`src/rtl/core/swm_pkg.sv`:
```
// Package for the sliding window maximum block.
// Holds the window register constants and the control struct for the cell row.
// No dependencies.
package swm_pkg;

	localparam int WINDOW_SIZE_BITS = 7;
	localparam logic [WINDOW_SIZE_BITS-1:0] WINDOW_SIZE_RESET = 7'd3;

	// Control broadcast from the top level to every cell in the row.
	typedef struct packed {
		logic step;   // an item is accepted this cycle
		logic shift;  // trim one stale entry off the front, no item
		logic drop;   // the front entry leaves the window with this item
		logic start;  // the item begins a new sequence
	} cell_ctrl_t;

endpackage

```
`src/rtl/core/swm_cell.sv`:
```
// One cell of the candidate queue: a value, its age and a valid bit.
// Depends on swm_pkg for the control struct.
module swm_cell import swm_pkg::*; #(
	parameter int SAMPLE_BITS = 16,
	parameter int AGE_BITS    = 7
) (
	input  logic                          clk,
	input  logic                          arst_n,
	input  cell_ctrl_t                    ctrl,
	input  logic signed [SAMPLE_BITS-1:0] sample,
	input  logic                          prv_keep,
	input  logic                          nxt_valid,
	input  logic signed [SAMPLE_BITS-1:0] nxt_value,
	input  logic [AGE_BITS-1:0]           nxt_age,
	output logic                          keep,
	output logic                          valid,
	output logic signed [SAMPLE_BITS-1:0] value,
	output logic [AGE_BITS-1:0]           age,
	output logic signed [SAMPLE_BITS-1:0] next_value
);

	logic                          valid_q;
	logic signed [SAMPLE_BITS-1:0] value_q;
	logic [AGE_BITS-1:0]           age_q;
	logic                          src_valid;
	logic signed [SAMPLE_BITS-1:0] src_value;
	logic [AGE_BITS-1:0]           src_age;
	logic                          append;

	// When the front leaves, every entry moves one cell toward the front.
	always_comb begin
		src_valid = ctrl.drop ? nxt_valid : valid_q;
		src_value = ctrl.drop ? nxt_value : value_q;
		src_age   = ctrl.drop ? nxt_age : age_q;
		if (ctrl.start) begin
			src_valid = 1'b0;
		end
		keep       = src_valid && (src_value >= sample);
		append     = !keep && prv_keep;
		next_value = keep ? src_value : sample;
	end

	always_ff @(posedge clk or negedge arst_n) begin
		if (!arst_n) begin
			valid_q <= 1'b0;
		end else if (ctrl.step) begin
			valid_q <= keep || append;
		end else if (ctrl.shift) begin
			valid_q <= nxt_valid;
		end
	end

	always_ff @(posedge clk) begin
		if (ctrl.step) begin
			value_q <= next_value;
			age_q   <= keep ? src_age + AGE_BITS'(1) : '0;
		end else if (ctrl.shift) begin
			value_q <= nxt_value;
			age_q   <= nxt_age;
		end
	end

	assign valid = valid_q;
	assign value = value_q;
	assign age   = age_q;

endmodule

```
`config.mk`:
```
export PLATFORM = sky130hd
export DESIGN_NAME = swm_cell
export DESIGN_NICKNAME = d
export VERILOG_FILES = /design/src/rtl/core/swm_pkg.sv /design/src/rtl/core/swm_cell.sv
export SDC_FILE = /design/constraint.sdc
export NUM_CORES = 1
export LEC_CHECK = 0
export ABC_CLOCK_PERIOD_IN_PS = 8100
export BUFFER_PORTS_ARGS = -buffer_cell sky130_fd_sc_hd__buf_2
export CAP_MARGIN = 10
export CORE_ASPECT_RATIO = 0.75
export CORE_UTILIZATION = 53
export DETAILED_ROUTE_END_ITERATION = 12
export HOLD_SLACK_MARGIN = 0.03
export PLACE_DENSITY = 0.93
export SLEW_MARGIN = 20
export SYNTH_ARGS = -nofsm -noshare
export SYNTH_HDL_FRONTEND = slang
export SYNTH_SLANG_ARGS = --single-unit
```
`constraint.sdc`:
```
create_clock -name clk -period 8.1 [get_ports clk]
set_input_delay 0.81 -clock clk [delete_from_list [all_inputs] [get_ports clk]]
set_output_delay 0.81 -clock clk [all_outputs]
set_load 0.01 [all_outputs]
```
# After elaboration in Yosys (flattened, before gate mapping)
# Index checks and enable logic that the tools add are counted.
totals:
  ram_bits: 0
  latch_bits: 0
  mem_bits_ro: 0
  register_bits: 24
  mem_count: 0
classes:
  addsub: 1
  mux: 12
  div_mod_pow: 0
  shift: 0
  n_mul: 0
  n_eq_ne: 0
  n_reduce_logical: 5
  bitwise_logic: 0
  magnitude_cmp: 1
op_table:
  columns: ["cell", "count"]
  rows:
  - ["two-way mux 16 bit", 4]
  - ["two-way mux 7 bit", 4]
  - [">= comparator 16 bit", 1]
  - ["adder 7 x 1 -> 7 bit (second input constant)", 1]
  - ["two-way mux 1 bit", 4]
  - ["logical AND 1 bit", 2]
  - ["nonzero test 2 bit", 1]
  - ["zero test 1 bit", 1]
  - ["logical OR 1 bit", 1]

# Logic depth before layout (Yosys ltp)
# Gate-level depths: netlist of the first run.
logic_depth:
  word_depth: 7
  depth_mapped: 13
  ltp_nobuf: 10

# Worst setup path before layout of the first run
# Ideal clock, no wire load.
synth_timing:
  path_kind: "input to output"
  start: "in ctrl[1] in the netlist's numbering"
  end: "out next_value[10]"
  t_arrival_ns: 3.528
  path_stages: 11
  required_ns: 7.290
  path_slack_ns: 3.762
  n_path_buf: 3
  cell_sequence: "buf_2 buf_1 mux2_2 ha_1 nand4_1 a2111o_1 a31o_2 nand2_4 inv_2 buf_2 o21ai_1"
synth_via:
  elab_chain_len: 4
  word_cells_on_any_way: 6
  classes_between: "order compare (1); mux (4); reduce/logical (1)"
synth_lines:
  columns: ["item", "line", "text"]
  rows:
  - ["start, declared", "swm_cell.sv:9", "input cell_ctrl_t ctrl,"]
  - ["two-way mux 16 bit or two-way mux 1 bit (tied branches)", "swm_cell.sv:33, swm_cell.sv:32", null]
  - [">= comparator 16 bit or two-way mux 1 bit (tied branches)", "swm_cell.sv:38, swm_cell.sv:35", null]
  - ["logical AND 1 bit *", "swm_cell.sv:38", "keep = src_valid && (src_value >= sample);"]
  - ["net keep", "swm_cell.sv:15", "output logic keep,"]
  - ["two-way mux 16 bit *", "swm_cell.sv:40", "next_value = keep ? src_value : sample;"]
  - ["end, declared", "swm_cell.sv:19", "output logic signed [SAMPLE_BITS-1:0] next_value"]
# Mark *: on every way through the listed nets, which the timed path passes. The rest lies on a longest branch.

# Worst setup path in the final report of the first run
layout_timing:
  start: "in ctrl[1] in the netlist's numbering"
  end: "out next_value[0]"
layout_via:
  elab_chain_len: 4
  word_cells_on_any_way: 6
  classes_between: "order compare (1); mux (4); reduce/logical (1)"
layout_lines:
  columns: ["item", "line"]
  rows:
  - ["two-way mux 16 bit or two-way mux 1 bit (tied branches)", "swm_cell.sv:33, swm_cell.sv:32"]
  - [">= comparator 16 bit or two-way mux 1 bit (tied branches)", "swm_cell.sv:38, swm_cell.sv:35"]
  - ["logical AND 1 bit", "swm_cell.sv:38"]
  - ["two-way mux 16 bit *", "swm_cell.sv:40"]
# Every way passes the cells marked *; elsewhere a longest branch is shown, timed or not.

==> results of run 1 <==
[metrics by stage]
stage	area (um^2)	instances	setup slack (ns)	hold slack, ns
after global placement	2860	385	2.857	0.5855
after floorplan	2466	261	3.762	0.5144
after detailed placement	2860	385	2.733	0.5900
after global routing	2932	389	2.460	0.2681
after CTS	2932	389	2.711	0.2780
final	2932	389	2.634	0.2712
[cells in the mapped netlist (2+ instances only)]
| cell | instances | area [um^2] |
|---|---|---|
| o41ai_2 | 10 | 162.7 |
| ha_1 | 17 | 212.7 |
| a21oi_1 | 23 | 115.1 |
| edfxtp_1 | 23 | 690.7 |
| o21ai_0 | 11 | 55.05 |
| clkbuf_1 | 8 | 30.03 |
| mux2i_1 | 5 | 50.05 |
| o21ai_1 | 9 | 45.04 |
| nor3_1 | 2 | 10.01 |
| mux2_2 | 21 | 236.5 |
| inv_1 | 20 | 75.07 |
| or2_2 | 2 | 12.51 |
| o41ai_1 | 5 | 43.79 |
| nand3_1 | 18 | 90.09 |
| xor2_1 | 5 | 43.79 |
| nor2b_1 | 2 | 12.51 |
| nand2_1 | 15 | 56.30 |
| buf_2 | 5 | 25.02 |
| a22oi_1 | 4 | 30.03 |
| buf_6 | 2 | 22.52 |
| nand4_1 | 4 | 25.02 |
| o2bb2ai_1 | 20 | 175.2 |
| buf_1 | 4 | 15.01 |
| inv_2 | 2 | 7.510 |
| nor2_1 | 6 | 22.52 |
[cell families after synthesis]
family          share of synthesized area [%]
mux                                     12.23
xor+xnor                                2.131
fa+ha+maj                               8.625
simple gates                            10.25
compound gates                          29.83
flops                                   29.02
buf+inv                                 7.914
[state kept, by name, indices dropped and copies added, names as in the netlist]
name   flops
age        7
value     16
valid      1
[layout by cell type (no fill, tap or decap), drive strengths merged, types with 6 or more instances in the layout]
master and count:
o41ai 15, nand2 16, ha 17, o21ai 20, mux2 22, o2bb2ai 20, nor2 6, a21oi 23
nand3 18, inv 22, edfxtp 23, buf 87
[worst paths after layout]
kind	from	endpoint	slack, ns
worst max-delay path	ctrl[1]	next_value[0]	2.63
worst min-delay path	arst_n	valid	0.27
worst max register to register	value[15]	value[0]	4.50
worst min register to register	valid	valid	0.66
max in group asynchronous	arst_n	valid	7.75
min in group clk	valid	valid	0.66
[per-layer routing]
layer	share of wire (%)	up-vias	routed length (um)	global-route usage (%)
li1	-	1146	-	-
met3	7.9	17	543	4.444
met4	1.9	0	133	8.673
met5	0	-	0	0
met1	46	1154	3123	38.62
met2	44	142	3034	47.09
[layout make-up]
| type | instances | share of cell area, % |
|---|---|---|
| multi-input combinational | 195 | 53.05 |
| clock inverter | 1 | 1.024 |
| clock buffer | 3 | 1.408 |
| inverter | 22 | 2.817 |
| timing repair buffer | 87 | 14.85 |
| tap | 57 | 2.433 |
| sequential | 24 | 24.41 |
[power breakdown]
| part | switching (W) | total, W | internal [W] |
|---|---|---|---|
| logic | 0.000119 | 0.000194 | 0.0000747 |
| clock network | 0.0000470 | 0.000113 | 0.0000663 |
| registers | 0.00000821 | 0.000161 | 0.000153 |
| total | 0.000175 | 0.000468 | 0.000294 |
[worst max-delay path: cells and delay by family]
family                     cells  cell delay [ns]
muxes                          2             0.76
adders and majority gates      1             0.40
and+or+nand+nor                2             0.38
buffers and inverters          3             0.99
AOI/OAI and AO/OA              2             1.30
==> impl_metrics.csv, run 1 <==
group,metric,value,unit
timing,fin_skew,0.01514,ns
critical_path,path_cells,"buf_2, mux2_2, ha_1, nand4_1, a2111o_1, a31oi_4, nand2_4, inv_2, mux2_4, buf_2",
cells_and_area,n_antenna_cell,0,
logic_synthesis,synth_edf_count,23,
clock_network,tritoncts,"yes",
placement,hpwl,4.774,mm
critical_path,timing.critical_path.mode_cell,"buf_2",
clock_network,ctsHoldBuffers,0,
power,p_total,0.0004684,W
logic_synthesis,async_flop_share,4.167,%
timing,fmax,182.9,MHz
critical_path,reg2reg_depth,8,
timing,rsz0062_at_grt,"false",
timing,worst_slew_pin_slew,1.091,ns
power,vdd_drop_max,0.00009335,V
clock_network,clk_pin_slew,0.11,ns
global_routing,grt_pass1_vias,2256,
timing,tns,0,ns
timing,period_share,67.48,%
floorplan,die-area,4933,um^2
cells_and_area,finish.utilization,65.63,%
cells_and_area,n_fill_cell,379,
critical_path,cp-end-kind,"output port",
floorplan,die_y,61.08,um
drt,drtIter0Drc,197,
global_routing,grtUsageTotal,28.33,%
power,power_density,159.8,nW/um^2
run,maxCapViolations,0,
critical_path,start_kind,"input pin",
cells_and_area,fin_nets,397,
clock_network,htreeDepth,1,
clock_network,clk_path_buf_depth,2,
critical_path,cp.required,7.29,ns
min_path,hp-class,"input pin to asynchronous set/reset pin",
drt,vias_per_cell,6.321,
global_routing,antenna_found_initial,0,
critical_path,cp.arrival,4.66,ns
critical_path,path_class,"input pin to output port",
drt,wl_per_cell,17.57,um
drt,drcViolationCount,0,
floorplan,core-area,4467,um^2
logic_synthesis,syn-cell-area,2466,um^2
logic_synthesis,syn-mean-instance-area,9.449,um^2
cells_and_area,areaGrowthSynthToFinish,18.87,%
logic_synthesis,synth_cell_types,43,
cells_and_area,multi_input_area,1555,um^2
floorplan,start_util,55.21,%
clock_network,clkSinkCount,24,
drt,dr.pass1.iters,5,
cells_and_area,regArea,715.7,um^2
cells_and_area,drive_gt1_share,39.46,%
timing,slew_headroom,27.01,%
critical_path,cp_slowest_cell,"a31oi_4",
clock_network,insertion_delay,0.29,ns
status,status,"finished clean",
clock_network,cts_made_buffers,3,
drt,via_count,2459,
timing,setup_viol,0,
power,p_leak,1.302,nW
logic_synthesis,netlist_instances,261,
placement,io_buffers,87,
clock_network,postCtsSetupBuffers,0,
timing,slew_violations,0,
logic_synthesis,ys_ff_latch,24,
clock_network,cts_resized,0,
logic_synthesis,synth_nets,325,
global_routing,grt_pass1_wl,10.63,mm
logic_synthesis,yosysWarnings,0,
logic_synthesis,synth_seq_area_share,29.02,%
floorplan,die_x,80.77,um
drt,totalWireLength,6.835,mm
global_routing,grt_overflow_total,0,
critical_path,worstPathMaxFanout,32,
floorplan,row_count,21,
timing,fin_crit,5.466,ns
drt,ant_nets,0,
global_routing,grt_max_degree,33,
floorplan,num_io_pins,88,
clock_network,cts-root-buf,"clkbuf_8",
logic_synthesis,synth_ff_type,"edfxtp_1",
timing,finalHoldViolCount,0,
critical_path,cpPeakStageDelay,0.79,ns
placement,place_congestion,0.8611,
Power figures use the tool's default switching activity.
==> inputs of run 2 (changes only) <==
--- a/config.mk
+++ b/config.mk
@@ -5,14 +5,14 @@
 export SDC_FILE = /design/constraint.sdc
 export NUM_CORES = 1
 export LEC_CHECK = 0
-export ABC_CLOCK_PERIOD_IN_PS = 8100
+export ABC_CLOCK_PERIOD_IN_PS = 4400
 export BUFFER_PORTS_ARGS = -buffer_cell sky130_fd_sc_hd__buf_2
 export CAP_MARGIN = 10
 export CORE_ASPECT_RATIO = 0.75
-export CORE_UTILIZATION = 53
+export CORE_UTILIZATION = 46
 export DETAILED_ROUTE_END_ITERATION = 12
 export HOLD_SLACK_MARGIN = 0.03
-export PLACE_DENSITY = 0.93
+export PLACE_DENSITY = 0.87
 export SLEW_MARGIN = 20
 export SYNTH_ARGS = -nofsm -noshare
 export SYNTH_HDL_FRONTEND = slang
==> constraint.sdc (replaced) <==
create_clock -name clk -period 4.4 [get_ports clk]
set_input_delay 0.44 -clock clk [delete_from_list [all_inputs] [get_ports clk]]
set_output_delay 0.44 -clock clk [all_outputs]
set_load 0.01 [all_outputs]
==> impl_metrics.csv, run 2 (synthesis results as in run 1) <==
group,metric,value,unit
drt,via_count,2394,
drt,wl_per_cell,16.99,um
cells_and_area,n_antenna_cell,0,
cells_and_area,largest_reg_flops,16,
drt,dr.pass1.iters,5,
clock_network,cts-root-buf,"clkbuf_8",
critical_path,cp_slowest_cell,"a2111o_1",
floorplan,row_count,22,
timing,setup_ws,0.5250,ns
critical_path,path_class,"input pin to output port",
clock_network,htreeDepth,1,
cells_and_area,areaGrowthSynthToFinish,20.19,%
clock_network,clk_path_buf_depth,2,
clock_network,postCtsSetupBuffers,0,
floorplan,die_x,86.55,um
critical_path,cp.arrival,3.44,ns
cells_and_area,fin_nets,402,
cells_and_area,design_area,2964,um^2
timing,fin_skew,0.008298,ns
critical_path,cp-end-kind,"output port",
timing,finalHoldViolCount,0,
timing,setup_viol,0,
timing,slew_headroom,43.91,%
drt,drcViolationCount,0,
placement,place_congestion,0.8453,
drt,totalWireLength,6.950,mm
timing,tns,0,ns
timing,period_share,88.07,%
global_routing,antenna_found_initial,0,
global_routing,grt_pass1_vias,2302,
global_routing,grtUsageTotal,25.25,%
power,p_leak,1.313,nW
drt,ant_nets,0,
run,maxCapViolations,0,
cells_and_area,final_common_cell,"buf_2",
clock_network,clkSinkCount,24,
global_routing,grt_pass1_wl,11.10,mm
floorplan,die-area,5661,um^2
floorplan,core-area,5010,um^2
timing,fmax,258.1,MHz
placement,io_buffers,87,
timing,worst_slew_pin_slew,0.8413,ns
placement,dpl-instance-area,2909,um^2
floorplan,num_io_pins,88,
cells_and_area,finish.utilization,59.17,%
min_path,hp-class,"input pin to flip-flop",
power,vdd_drop_max,0.0001472,V
timing,slew_violations,0,
power,power_density,271.4,nW/um^2
critical_path,path_cells,"buf_2, mux2_2, ha_1, nand4_1, a2111o_1, a31oi_4, nand2_4, inv_2, mux2_4, buf_2",
clock_network,ctsHoldBuffers,1,
drt,drtIter0Drc,194,
cells_and_area,drive_gt1_share,39.76,%
clock_network,clk_pin_slew,0.09,ns
clock_network,cts_resized,0,
cells_and_area,final_cell_mix,"buf_2 (87), a21oi_1 (23), edfxtp_1 (23)",
critical_path,cp.required,3.96,ns
timing,fin_crit,3.875,ns
floorplan,die_y,65.41,um
placement,hpwl,5.102,mm
clock_network,tritoncts,"yes",
critical_path,cpPeakStageDelay,0.52,ns
drt,vias_per_cell,5.853,
status,status,"finished clean",
critical_path,worstPathMaxFanout,19,
critical_path,start_kind,"input pin",
timing,rsz0062_at_grt,"false",
floorplan,start_util,49.23,%
clock_network,insertion_delay,0.28,ns
global_routing,grt_overflow_total,0,
placement,pre_cts_ws,0.5587,ns
global_routing,grt_max_degree,32,
clock_network,cts_made_buffers,3,
critical_path,timing.critical_path.mode_cell,"buf_2",
[run 2: changes by cell type in the layout (fill, tap and decap cells not counted), sizes merged]
cell         delta
clkbuf          +1
buf             +4
bufinv          -1
dlygate4sd3     +1
[run 2: area by class of cell]
class | count | area [um^2]
multi-input combinational | 195 | 1555
timing repair buffer | 92 | 475.5
inverter | 22 | 82.58
tap | 72 | 90.09
fill | 461 | 2046
clock buffer | 4 | 45.04
sequential | 24 | 715.7
[run 2: final timing paths]
| check | start | to | slack [ns] | cells after the start |
|---|---|---|---|---|
| hold / removal | prv_keep | valid | 0.41 | 2 |
| setup reg to reg | value[15] | value[4] | 1.24 | 7 |
| min in group asynchronous | arst_n | valid | 0.47 | 2 |
| max in group asynchronous | arst_n | valid | 3.85 | 2 |
| setup / recovery | ctrl[1] | next_value[0] | 0.52 | 10 |
| hold reg to reg | valid | valid | 0.68 | 3 |
[run 2: critical path, delay by kind of cell]
family / cells / cell delay [ns]
multiplexers: 2 / 0.76
AND/OR/NAND/NOR: 2 / 0.31
adder cells (fa/ha/maj): 1 / 0.40
AO/OA/AOI/OAI: 2 / 0.76
buffers and inverters: 3 / 0.77
[run 2: per-stage QoR]
stage                     hold slack (ns)  instances  total power, W
final                              0.4110        409       0.0008044
after global routing               0.4265        409       0.0008500
after CTS                          0.4119        409       0.0008035
after detailed placement           0.2186        404       0.0006599
after global placement             0.2166        404       0.0006471
after floorplan                    0.1444        261       0.0005501
[run 2: power by group]
part	switching, W	internal [W]
combinational	0.000220	0.000143
clock	0.0000793	0.0000651
sequential	0.0000151	0.000281
total	0.000315	0.000490
[run 2: metal layers]
metal,global-route usage [%],part of all wire (%),vias up,wire length [um]
met5,0,0,-,0
li1,-,-,1158,-
met1,34.61,45,1107,3115
met3,4.899,9.1,6,629
met2,42.26,45,123,3160
met4,3.542,0.65,0,45
